===== src/rtl/rpd_pkg.sv =====
`timescale 1ns / 1ps
`default_nettype none
// ----------------------------------------------------------------------------
// rpd_pkg: shared types and constants for the random permutation draw block
// Field widths, table entry layout, controller states and the
// command/status bundles between controller and datapath.
// ----------------------------------------------------------------------------
package rpd_pkg;

  localparam int MAX_VALUES_DEF = 1024;
  localparam int COUNT_RESET    = 1024;

  localparam int CNT_W   = 11;  // value count, draw position, drawn_so_far
  localparam int OFF_W   = 10;  // random_offset
  localparam int VAL_W   = 10;  // drawn_value
  localparam int EV_W    = 11;  // stored value plus one, zero = own index
  localparam int EPOCH_W = 8;   // round tag kept beside each entry

  localparam int IN_TDATA_W  = 16;
  localparam int OUT_TDATA_W = 24;
  localparam int OUT_TUSER_W = 2;

  typedef enum logic [2:0] {
    S_CLEAR,
    S_IDLE,
    S_ERR,
    S_RD_R,
    S_RD_P,
    S_WR_R,
    S_WR_P
  } state_t;

  typedef struct packed {
    logic accept;     // latch the item and its decision
    logic epoch_inc;  // start a new round by bumping the tag
    logic clr_run;    // write one cleared entry of the sweep
    logic clr_end;    // sweep finished, tag back to its first value
    logic rd_r;       // read the entry at the drawn position
    logic rd_p;       // read the entry at the draw position
    logic wr_r;       // write the drawn position
    logic wr_p;       // write the draw position
    logic out_load;   // load the result register
  } cmd_t;

  typedef struct packed {
    logic restart_now;
    logic err_now;
    logic epoch_max;
    logic clr_last;
    logic slot_free;
  } sts_t;

endpackage
`default_nettype wire


===== src/rtl/rpd_ctrl.sv =====
`timescale 1ns / 1ps
`default_nettype none
// ----------------------------------------------------------------------------
// rpd_ctrl: sequencing state machine
// Walks each draw through two table reads and two writes, runs the
// table clearing sweep and holds the result until the output is free.
// ----------------------------------------------------------------------------
module rpd_ctrl (
  input  wire logic          clk,
  input  wire logic          rst_n,
  input  wire logic          in_tvalid,
  output logic               in_tready,
  input  wire logic          cfg_wr_en,
  input  wire rpd_pkg::sts_t sts,
  output rpd_pkg::cmd_t      cmd
);

  import rpd_pkg::*;

  state_t state_r, state_nxt;
  logic   resume_r, resume_nxt;  // an accepted draw waits for the sweep

  always_ff @(posedge clk) begin
    if (!rst_n) begin
      state_r  <= S_CLEAR;
      resume_r <= 1'b0;
    end else begin
      state_r  <= state_nxt;
      resume_r <= resume_nxt;
    end
  end

  always_comb begin
    state_nxt  = state_r;
    resume_nxt = resume_r;
    cmd        = '0;
    in_tready  = 1'b0;
    case (state_r)
      S_CLEAR: begin
        cmd.clr_run = 1'b1;
        if (sts.clr_last) begin
          cmd.clr_end = 1'b1;
          resume_nxt  = 1'b0;
          state_nxt   = resume_r ? S_RD_R : S_IDLE;
        end
      end
      S_IDLE: begin
        in_tready = !cfg_wr_en;
        if (cfg_wr_en) begin
          // tag space used up: sweep the table instead
          if (sts.epoch_max) begin
            state_nxt = S_CLEAR;
          end else begin
            cmd.epoch_inc = 1'b1;
          end
        end else if (in_tvalid) begin
          cmd.accept = 1'b1;
          if (sts.err_now) begin
            state_nxt = S_ERR;
          end else if (sts.restart_now && sts.epoch_max) begin
            resume_nxt = 1'b1;
            state_nxt  = S_CLEAR;
          end else begin
            cmd.epoch_inc = sts.restart_now;
            state_nxt     = S_RD_R;
          end
        end
      end
      S_ERR: begin
        if (sts.slot_free) begin
          cmd.out_load = 1'b1;
          state_nxt    = S_IDLE;
        end
      end
      S_RD_R: begin
        cmd.rd_r  = 1'b1;
        state_nxt = S_RD_P;
      end
      S_RD_P: begin
        cmd.rd_p  = 1'b1;
        state_nxt = S_WR_R;
      end
      S_WR_R: begin
        cmd.wr_r  = 1'b1;
        state_nxt = S_WR_P;
      end
      S_WR_P: begin
        // rewriting the same entry while stalled is harmless
        cmd.wr_p = 1'b1;
        if (sts.slot_free) begin
          cmd.out_load = 1'b1;
          state_nxt    = S_IDLE;
        end
      end
      default: begin
        state_nxt = S_CLEAR;
      end
    endcase
  end

endmodule
`default_nettype wire


===== config.mk =====
export PLATFORM = sky130hd
export DESIGN_NAME = rpd_ctrl
export DESIGN_NICKNAME = d
export VERILOG_FILES = /design/src/rtl/rpd_pkg.sv /design/src/rtl/rpd_ctrl.sv
export SDC_FILE = /design/constraint.sdc
export NUM_CORES = 1
export LEC_CHECK = 0
export BUFFER_PORTS_ARGS = -buffer_cell sky130_fd_sc_hd__clkbuf_2
export CORE_AREA = 2 2 39 41
export CTS_CLUSTER_DIAMETER = 40
export DETAILED_ROUTE_END_ITERATION = 7
export DIE_AREA = 0 0 41 43
export GPL_TIMING_DRIVEN = 0
export SYNTH_ARGS = -nofsm -noshare
export SYNTH_HDL_FRONTEND = slang
export SYNTH_SLANG_ARGS = --single-unit

===== constraint.sdc =====
create_clock -name clk -period 1.5 [get_ports clk]
set_input_delay 0.075 -clock clk [delete_from_list [all_inputs] [get_ports clk]]
set_output_delay 0.075 -clock clk [all_outputs]
set_load 0.01 [all_outputs]

# Word-level counts from Yosys, hierarchy flattened
# Cells that the tools add are included.
[classes]
eq_ne = 14
n_mux = 31
n_reduce_logical = 7
[ops]
columns = ["cell", "n"]
rows = [
  ["1-bit two-way mux", 18],
  ["3-bit two-way mux", 6],
  ["3-bit one-hot mux with 6 select lines", 1],
  ["2-bit two-way mux", 5],
  ["2-bit != test (second input constant)", 5],
  ["3-bit == test (second input constant)", 3],
  ["3-bit by 2-bit == test with 1-bit output (second input constant)", 2],
  ["3-bit != test (second input constant)", 2],
  ["6-bit AND reduction", 1],
  ["4-bit AND reduction", 1],
  ["3-bit by 1-bit == test with 1-bit output (second input constant)", 1],
  ["3-bit zero test", 1],
  ["2-bit by 1-bit != test with 1-bit output (second input constant)", 1],
  ["1-bit one-hot mux with 2 select lines", 1],
  ["2-bit nonzero test", 1],
  ["2-bit OR reduction", 1],
  ["1-bit logical AND", 1],
  ["1-bit zero test", 1],
]
[totals]
register_bits = 4
inputBits = 9
output_inout_bits = 10
word_cells = 54

# Depth between registers and ports, before layout
# Gate-level depths: netlist (run 1).
[depth]
word_depth = 6
mapped_depth = 4
depth_no_buf = 3

# Least setup slack after synthesis (run 1)
# OpenSTA, ideal clock, no wires.
[synth_path]
path_kind = "register to register"
startpoint = "register state_r[2]"
endpoint = "register resume_r"
t_arrival_ps = 1279
required_time_ps = 1442
setup_slack_ps = 163
stages_incl_launch_ff = 5
n_path_buf = 1
synth_period_minus_slack_ps = 1337
path_cell_list = "dfxtp_1 buf_6 or4b_4 a211oi_2 o211a_1"
[synth_via]
elab_chain_cells = 3
[synth_lines]
columns = ["item", "line", "rtl"]
rows = [
  ["start: declaration", "rpd_ctrl.sv:20", "state_t state_r, state_nxt;"],
  ["start signal: assignment", "rpd_ctrl.sv:28", "state_r <= state_nxt;"],
  ["3-bit by 1-bit == test with 1-bit output or 3-bit zero test (tied branches)", "rpd_ctrl.sv:38", "case (state_r)"],
  ["2-bit != test (no line) or 2-bit nonzero test (tied branches)", "n/a", ""],
  ["6-bit AND reduction (no line)", "n/a", ""],
  ["end signal: assignment", "rpd_ctrl.sv:29", "resume_r <= resume_nxt;"],
  ["end: declaration", "rpd_ctrl.sv:21", "logic resume_r, resume_nxt;"],
]
# Parallel ways exist; a longest one is shown, timed or not.
# A chain may end at the register's enable or synchronous reset.

# Worst setup path in the final report (run 1)
# Ends and elaborated chain as after synthesis.

==> results.txt, run 1 <==
Site Rows -> 14
Routed Antenna Nets -> 0
Top cell type's share of synthesized area -> 21.3%
CTS tree -> done
Final worst-path cycle share -> 95.5%
Die width -> 41 um
CTS H-Tree Depth -> 1
Clk buf depth -> 2
Sequential share of the synthesized area -> 21.3%
Rel. slew slack -> 73.6%
Worst-Skew Late Latency -> 230 ps
First-pass GRT wire length -> 1340 um
Peak VDD IR -> 0.000311 V
Min-Delay Path Class -> primary input to register
Placed inst area -> 485 um^2
Antenna violations before repair -> 0
Post-route cell area -> 509 um^2
Final hold violation count -> 0
Hold-fix buffers, CTS -> 0
Core Region -> 1380 um^2
Critical path capture point type -> register
Slowest CP cell -> or4b_4
Synth Net Count -> 60
Clk pin slew, worst setup/hold paths -> 30 ps
Syn avg cell area -> 7.36 um^2
RSZ-0062 raised after global routing -> false
CP bufs+invs -> 1
Clk sink count -> 4
Nets -> 83
Vias per inst -> 4.72
Worst EP arrival -> 1610 ps
Post-cts resize count -> 0
Final WL -> 925 um
Critical Path Start Type -> register
Via count -> 415
Mapped Area -> 375 um^2
Commonest non-fill, non-tap cell in the layout -> clkbuf_2
Dominant cell type by area after synthesis -> dfxtp_1
Pwr Density -> 687 nW/um^2
Share of layout cells above drive strength 1 -> 37.5%
Final worst slack -> 67.9 ps
Clock Skew -> 0.0319 ps
Total gr overflow -> 0
Drt first-iter violations -> 2
Synthesized flop and latch total -> 4
Max cap viols -> 0
YS warnings -> 0
Die H -> 43 um
CP Max Fanout -> 10
Kind of critical path -> register to register
Total iterations of the first detailed-routing run -> 3
Min Tclk post-route -> 1430 ps
# port buffers -> 18
Residual DRC -> 0
Place WS -> 71.9 ps
Total global-route track usage -> 11.1%
Clock Root Buffer -> clkbuf_4
Unique masters post-synth -> 30
Die Area -> 1760 um^2
Avg WL per Cell -> 10.5 um
Setup_tns -> 0 ps
Detailed Place HPWL -> 715 um
Count of final max-slew check failures -> 0
Routability cong. -> 0.701
Post-synthesis cell count -> 51
Worst path max stage delay -> 530 ps
Starting Density -> 27.1%
F_max -> 0.698 GHz
Commonest cells after routing, fill and taps aside -> clkbuf_2 (19), nand2_1 (6), nor2_1 (5)
Final setup fails -> 0
Number of fill cells in the layout -> 156
Post-CTS Setup Bufs -> 0
Worst slew pin tran -> 385 ps
Req. time, crit path -> 1670 ps
Maximum number of pins on one net before global-route repair -> 11
Vias in the first global route -> 340
P&R area growth vs syn -> 35.7%
N_diodes -> 0
Num CTS Buffers -> 3
# IOs -> 19
Dominant delay contributor by cell family on the critical path -> simple AND/OR/NAND/NOR gates
Static leakage -> 0.270 nW
Cells taking the most area after synthesis -> dfxtp_1 (21%), nand2_1 (6.0%), nor2_1 (5.0%)
Critical path, cell by cell -> buf_6 -> or4b_4 -> a211oi_2 -> o211a_1
Outcome -> completed
-- synth_stat cells, drive strengths merged --
| cell type | n |
|---|---|
| o21a | 1 |
| nor4 | 1 |
| a22o | 1 |
| buf | 2 |
| a21oi | 2 |
| and3b | 1 |
| nand3b | 1 |
| or3b | 1 |
| o22ai | 1 |
| a211oi | 1 |
| o2111a | 1 |
| nand2b | 2 |
| nor3b | 1 |
| or4b | 1 |
| a21boi | 1 |
| inv | 4 |
| nand2 | 6 |
| o21ai | 2 |
| nand3 | 1 |
| and3 | 2 |
| nor2 | 5 |
| a2111oi | 1 |
| nor3 | 2 |
| a31oi | 1 |
| clkbuf | 1 |
| and2 | 2 |
| o211a | 1 |
| nor4b | 1 |
| dfxtp | 4 |
-- worst reg2reg max path, stage by stage, from the launching register on --
cell and delay [ps]:
dfxtp_1 320, buf_6 140, or4b_4 530, a211oi_2 230
o211a_1 150
-- cell families after synthesis --
group	Yosys count	share of synthesized area [%]
flip-flops	4	21.3
AND/OR/NAND/NOR	27	43.0
buffers and inverters	7	9.33
AO/OA/AOI/OAI	13	26.3
-- state kept, by name, summed over array words and instances (netlist names) --
| signal | cells |
|---|---|
| resume_r | 1 |
| state_r | 3 |
-- layer usage --
layer  vias to the layer above  share of wire, %  routed length (um)  global-route usage (%)
met5                         -                 0                   0                       0
met4                         0                 0                   0                    8.00
met3                         0               4.0                  37                    1.57
met2                         8                47                 433                    14.1
met1                       179                49                 453                    16.3
li1                        228                 -                   -                       -
-- path summary, 6_finish.rpt --
path	startpoint	to	slack (ps)	depth (start not counted)
worst max-delay path	state_r[2]	resume_r	70	4
worst min-delay path	rst_n	state_r[2]	110	2
worst max register to register	state_r[2]	resume_r	70	4
worst min register to register	resume_r	resume_r	490	1
-- area by class of cell --
cell class | instances | area [um^2] | area share (%)
Buffer | 3 | 21.3 | 4.18
Multi-Input combinational cell | 40 | 260 | 51.1
Sequential cell | 4 | 80.1 | 15.7
Inverter | 4 | 15.0 | 2.95
Clock buffer | 3 | 22.5 | 4.42
Timing Repair Buffer | 18 | 90.1 | 17.7
Tap cell | 16 | 20.0 | 3.93
-- report_power, final --
| group | switching [mW] | leakage [nW] | internal [mW] |
|---|---|---|---|
| sequential | 0.00717 | 0.0326 | 0.113 |
| clock | 0.0384 | 0.0138 | 0.0891 |
| combinational | 0.0572 | 0.223 | 0.0455 |
-- through the flow --
step                hold WS, ps  util (%)  instances  power (mW)
finish                      111      36.8         88       0.350
global route                124      36.8         88       0.371
CTS                         102      36.7         88       0.359
detailed placement          348      35.1         85       0.223
global placement            353      35.1         85       0.223
floorplan                   192         -         51       0.181
Note: power is estimated with default switching activity, not from simulation.
==> inputs of run 2 (changes only) <==
Settings changed: CTS_BUF_LIST set to sky130_fd_sc_hd__clkbuf_16.
==> run 2 against run 1 <==
Effect of this change: sequential share of layout area is 1.5 points lower; first-iteration DRC count stayed put; largest power group unchanged; critical path type unchanged; power is 80% higher; global-route usage is 0.90 points higher; clock skew hardly changed; setup slack better by 2.3 ps; die area stayed put; cell count stayed put; utilization is 3.8 points higher; via count is 2.2% higher; clock power grew to 3.2 times the previous value; sequential power hardly changed.
==> results.txt, run 2 (same netlist as run 1, synthesis figures left out) <==
First-pass GRT wire length -> 1370 um
Vias in the first global route -> 338
Worst EP arrival -> 1600 ps
Largest register by flop count -> state_r
Total gr overflow -> 0
Routability cong. -> 0.701
Final WL -> 941 um
Critical Path Start Type -> register
N_diodes -> 0
Clk buf depth -> 2
Hold-fix buffers, CTS -> 0
Max cap viols -> 0
Site Rows -> 14
Starting Density -> 27.1%
Drt first-iter violations -> 2
Post-route cell area -> 562 um^2
Clock Root Buffer -> clkbuf_16
Outcome -> completed
Total iterations of the first detailed-routing run -> 3
RSZ-0062 raised after global routing -> false
Die width -> 41 um
Detailed Place HPWL -> 715 um
Total global-route track usage -> 12.0%
Clk pin slew, worst setup/hold paths -> 30 ps
Placed inst area -> 485 um^2
Final worst-path cycle share -> 95.3%
Post-layout util -> 40.6%
Clock Skew -> 0.0458 ps
Peak VDD IR -> 0.000611 V
Logic pwr share -> 16.3%
F_max -> 0.699 GHz
Static leakage -> 0.293 nW
Residual DRC -> 0
Via count -> 424
P&R area growth vs syn -> 49.7%
Share of layout cells above drive strength 1 -> 37.5%
Routed Antenna Nets -> 0
CP Max Fanout -> 10
Clk sink count -> 4
Final hold violation count -> 0
Pwr Density -> 1120 nW/um^2
Die Area -> 1760 um^2
Num CTS Buffers -> 3
Final setup fails -> 0
CTS tree -> done
Commonest non-fill, non-tap cell in the layout -> clkbuf_2
Count of final max-slew check failures -> 0
Final worst slack -> 70.2 ps
Core Region -> 1380 um^2
Net Sw Power -> 131 uW
Die H -> 43 um
Nets -> 83
# port buffers -> 18
Min Tclk post-route -> 1430 ps
Rel. slew slack -> 73.7%
# IOs -> 19
Clock group share of total power -> 64.6%
Maximum number of pins on one net before global-route repair -> 11
Worst-Skew Late Latency -> 220 ps
Kind of critical path -> register to register
Power Internal -> 498 uW
Commonest cells after routing, fill and taps aside -> clkbuf_2 (19), nand2_1 (6), nor2_1 (5)
Req. time, crit path -> 1670 ps
Largest registers -> state_r (3), resume_r (1)
CTS H-Tree Depth -> 1
Avg WL per Cell -> 10.7 um
Min-Delay Path Class -> primary input to register
Worst slew pin tran -> 385 ps
Largest register FFs -> 3
Place WS -> 71.9 ps
Vias per inst -> 4.82
Antenna violations before repair -> 0
Tot Pwr -> 629 uW
Switch share -> 20.8%
Critical path capture point type -> register
Setup_tns -> 0 ps
Flop pwr share -> 19.1%
==> run 2: cell counts in the layout (fill, tap and decap cells not counted) <==
No cell type changed its count.
==> run 2: worst paths after layout <==
check	startpoint	endpoint	slack, ps	cells past startpoint
max	state_r[2]	resume_r	70	4
min	rst_n	state_r[2]	120	2
max reg2reg	state_r[2]	resume_r	70	4
min reg2reg	resume_r	resume_r	490	1
==> run 2: final cells by class <==
type                       count  area [um^2]
fill                         149          822
multi-input combinational     40          260
timing repair buffer          18         90.1
sequential                     4         80.1
clock buffer                   3         75.1
buffer                         3         21.3
tap                           16         20.0
inverter                       4         15.0
==> run 2: power groups by stage <==
| stage | clock network (mW) | logic, mW | registers [mW] |
|---|---|---|---|
| 2_1_floorplan | 0 | 0.0620 | 0.119 |
| 3_3_place_gp | 0 | 0.102 | 0.121 |
| 3_5_place_dp | 0 | 0.102 | 0.121 |
| 4_1_cts | 0.415 | 0.102 | 0.120 |
| 5_1_grt | 0.421 | 0.114 | 0.121 |
| 6_report | 0.406 | 0.103 | 0.120 |
==> run 2: metal layers <==
layer / vias to the layer above / track usage [%] / wire (um) / part of all wire [%]
met2: 10 / 14.1 / 407 / 43
met3: 4 / 3.14 / 37 / 3.9
met4: 0 / 12.0 / 33 / 3.5
li1: 228 / - / - / -
met5: - / 0 / 0 / 0
met1: 182 / 16.3 / 463 / 49
==> run 2: critical path: stages (launching register included) <==
cell and delay (ps):
dfxtp_1 320, buf_6 140, or4b_4 530, a211oi_2 230
o211a_1 150
==> run 2: what timing repair did <==
item                                    in CTS  in global routing
endpoints found under the setup margin       0                  3
gates resized for setup                      0                  2
buffers inserted                             0                  0
==> run 2: stage by stage <==
stage	std cells	hold slack, ps
5_1_grt	88	135
6_report	88	121
3_5_place_dp	85	348
3_3_place_gp	85	353
4_1_cts	88	119
2_1_floorplan	51	192
==> inputs of run 3 (changes only) <==
Settings changed: ABC_AREA set to 1.
==> run 3 against run 2 <==
Effect of this change: combinational power grew to 5.1 times the previous value; first-iteration DRC count grew 100%; synthesized cell count grew 25%; clock power is essentially flat; clock skew grew 0.80 ps; utilization shrank 0.36 points; design area shrank 0.89%; flip-flop and latch count is the same; setup slack gained 64 ps; sequential share of layout area grew 0.13 points; cell count grew 16%; worst hold slack lost 5.5 ps.
==> results.txt, run 3 <==
Req. time, crit path -> 1420 ps
Worst EP arrival -> 1290 ps
Commonest non-fill, non-tap cell in the layout -> clkbuf_2
Flop pwr share -> 16.6%
Commonest cells after routing, fill and taps aside -> clkbuf_2 (18), nand2_1 (15), nor2_1 (10)
CP bufs+invs -> 1
Final worst-path cycle share -> 91.1%
Net Sw Power -> 435 uW
Non-Filler Instances -> 102
# port buffers -> 18
Power Internal -> 682 uW
Share of layout cells above drive strength 1 -> 36.0%
Syn avg cell area -> 5.69 um^2
Final hold violation count -> 0
R2R Path End -> state_r[2]
Top cell type's share of synthesized area -> 22.0%
Clock Root Buffer -> clkbuf_16
CTS H-Tree Depth -> 1
Total global-route track usage -> 11.1%
Num CTS Buffers -> 3
Routability cong. -> 0.739
Core Region -> 1380 um^2
Final WL -> 872 um
Largest register FFs -> 3
Tot Pwr -> 1.12 mW
Pwr Density -> 2010 nW/um^2
Die Area -> 1760 um^2
Critical Path End -> cmd[7]
FF-to-FF setup slack -> 200 ps
Most used DFF post-synth -> dfxtp_1
Cells taking the most area after synthesis -> dfxtp_1 (22%), nand2_1 (15%), nand3_1 (11%)
Clock Skew -> 0.843 ps
Sequential share of the synthesized area -> 22.0%
Setup_tns -> 0 ps
Cell with the most instances after synthesis -> nand2_1
FFs w/ async S/R, synth -> 0%
Worst-Skew Late Latency -> 220 ps
P&R area growth vs syn -> 52.9%
Final setup fails -> 0
Critical path, cell by cell -> nor2_4 -> nand2_2 -> nor3_2 -> nand3b_1 -> nand2_1 -> clkbuf_2
Crit. path cell count -> 6
Critical Path Start -> state_r[1]
Mapped Area -> 364 um^2
Die H -> 43 um
YS warnings -> 0
Largest registers -> state_r (3), resume_r (1)
Antenna violations before repair -> 0
Critical Path Start Type -> register
Site Rows -> 14
Outcome -> completed
First-pass GRT wire length -> 1390 um
Die width -> 41 um
Vias in the first global route -> 376
Synthesized flop and latch total -> 4
Unique masters post-synth -> 17
Worst path max stage delay -> 370 ps
Clock group share of total power -> 36.3%
XOR/XNOR Fraction of Synth Area -> 0%
Total iterations of the first detailed-routing run -> 4
Total gr overflow -> 0
Clk sink count -> 4
Synth Net Count -> 73
Hold Startpoint -> rst_n
Critical path capture point type -> output pin
RSZ-0062 raised after global routing -> false
Min-Delay Path Class -> primary input to register
Max cap viols -> 0
Slowest CP cell -> dfxtp_1
Count of final max-slew check failures -> 0
Mux cell area share after synthesis -> 0%
Largest register by flop count -> state_r
N_diodes -> 0
Logic pwr share -> 47.0%
Dominant delay contributor by cell family on the critical path -> simple AND/OR/NAND/NOR gates
Reg-to-reg critical path startpoint -> state_r[1]
Worst slew pin tran -> 265 ps
Detailed Place HPWL -> 750 um
Maximum number of pins on one net before global-route repair -> 9
Simple-gate share of the synthesized area -> 58.4%
Dominant cell type by area after synthesis -> dfxtp_1
Routed Antenna Nets -> 0
Placed Instances -> 98
Starting Density -> 26.3%
Via count -> 477
Reg2reg path depth -> 8
CTS tree -> done
Drt first-iter violations -> 4
Kind of critical path -> register to output pin
Largest family of logic cells by synthesized area -> simple AND/OR/NAND/NOR gates
Post-synthesis compound-gate area fraction -> 8.93%
F_max -> 0.732 GHz
CP Max Fanout -> 5
Static leakage -> 0.314 nW
Clk pin slew, worst setup/hold paths -> 30 ps
Avg WL per Cell -> 8.55 um
Rel. slew slack -> 82.3%
Peak VDD IR -> 0.00107 V
Clk buf depth -> 2
Residual DRC -> 0
Min Tclk post-route -> 1370 ps
# IOs -> 19
Vias per inst -> 4.68
Post-Synth Adder-Cell Area -> 0%
Post-synthesis cell count -> 64
Switch share -> 39.0%
Nets -> 97
EDFF count, synth -> 0
Top cells by count, synth -> nand2_1 (15), nor2_1 (10), nand3_1 (8), inv_1 (6)
[run 3: changes by cell type after synthesis, moves of 2 or more]
cell      delta
nand3_1      +7
and3_1       -2
nor2_2       +2
nand2_1      +9
and2_1       -2
nand3b_1     +2
nand2b_1     -2
nor2_1       +5
a21oi_1      +2
inv_1        +2
inv_2        +3
[run 3: metrics by stage]
stage	instance area [um^2]	hold WS, ps	util, %	setup slack [ps]
after floorplan	364	185	-	355
after global placement	474	344	34.3	302
after detailed placement	474	352	34.3	298
after CTS	549	124	39.7	68.2
after global routing	557	164	40.2	41.2
final	557	115	40.2	134
[run 3: tightest hold or removal path, cell delays in order]
cell	delay, ps
clkbuf_2	110
nand2_1	70
nor2_1	30
[run 3: cell families (layout without fill, tap and decap cells)]
family,count (synthesis),after routing
buffers and inverters,10,32
and+or+nand+nor,44,44
DFF,4,4
AOI/OAI and AO/OA,6,6
[run 3: worst min path at each step]
stage / end / slack (ps) / cells after the start
floorplan: in_tready / 180 / 1
global placement: state_r[2] / 340 / 3
detailed placement: state_r[2] / 350 / 3
CTS: state_r[2] / 120 / 3
global route: state_r[2] / 160 / 3
finish: state_r[2] / 120 / 3
[run 3: area by class of cell]
type | count | area, um^2
inverter | 9 | 33.8
timing repair buffer | 19 | 97.6
buffer | 1 | 5.00
fill | 160 | 827
tap | 16 | 20.0
clock buffer | 3 | 75.1
multi-input combinational | 50 | 245
sequential | 4 | 80.1
[run 3: power by group through the flow]
| stage | Clock (mW) | Sequential, mW | Combinational, mW |
|---|---|---|---|
| after floorplan | 0 | 0.178 | 0.370 |
| after CTS | 0.412 | 0.186 | 0.509 |
| after global routing | 0.422 | 0.189 | 0.603 |
| after detailed placement | 0 | 0.187 | 0.507 |
| after global placement | 0 | 0.187 | 0.505 |
| final | 0.406 | 0.186 | 0.525 |
[run 3: routing by layer]
metal,vias to the layer above,GRT usage [%],share of wire [%]
met3,0,4.71,5.6
met4,0,0,0
li1,253,-,-
met1,210,14.8,50
met5,-,0,0
met2,14,17.2,44
[run 3: what timing repair did]
item | 4_1_cts | 5_1_grt
hold endpoints to repair | 0 | 0
resized for setup | 0 | 0
endpoints found under the setup margin | 0 | 1
setup buffers | 0 | 1
hold buffers | 0 | 0
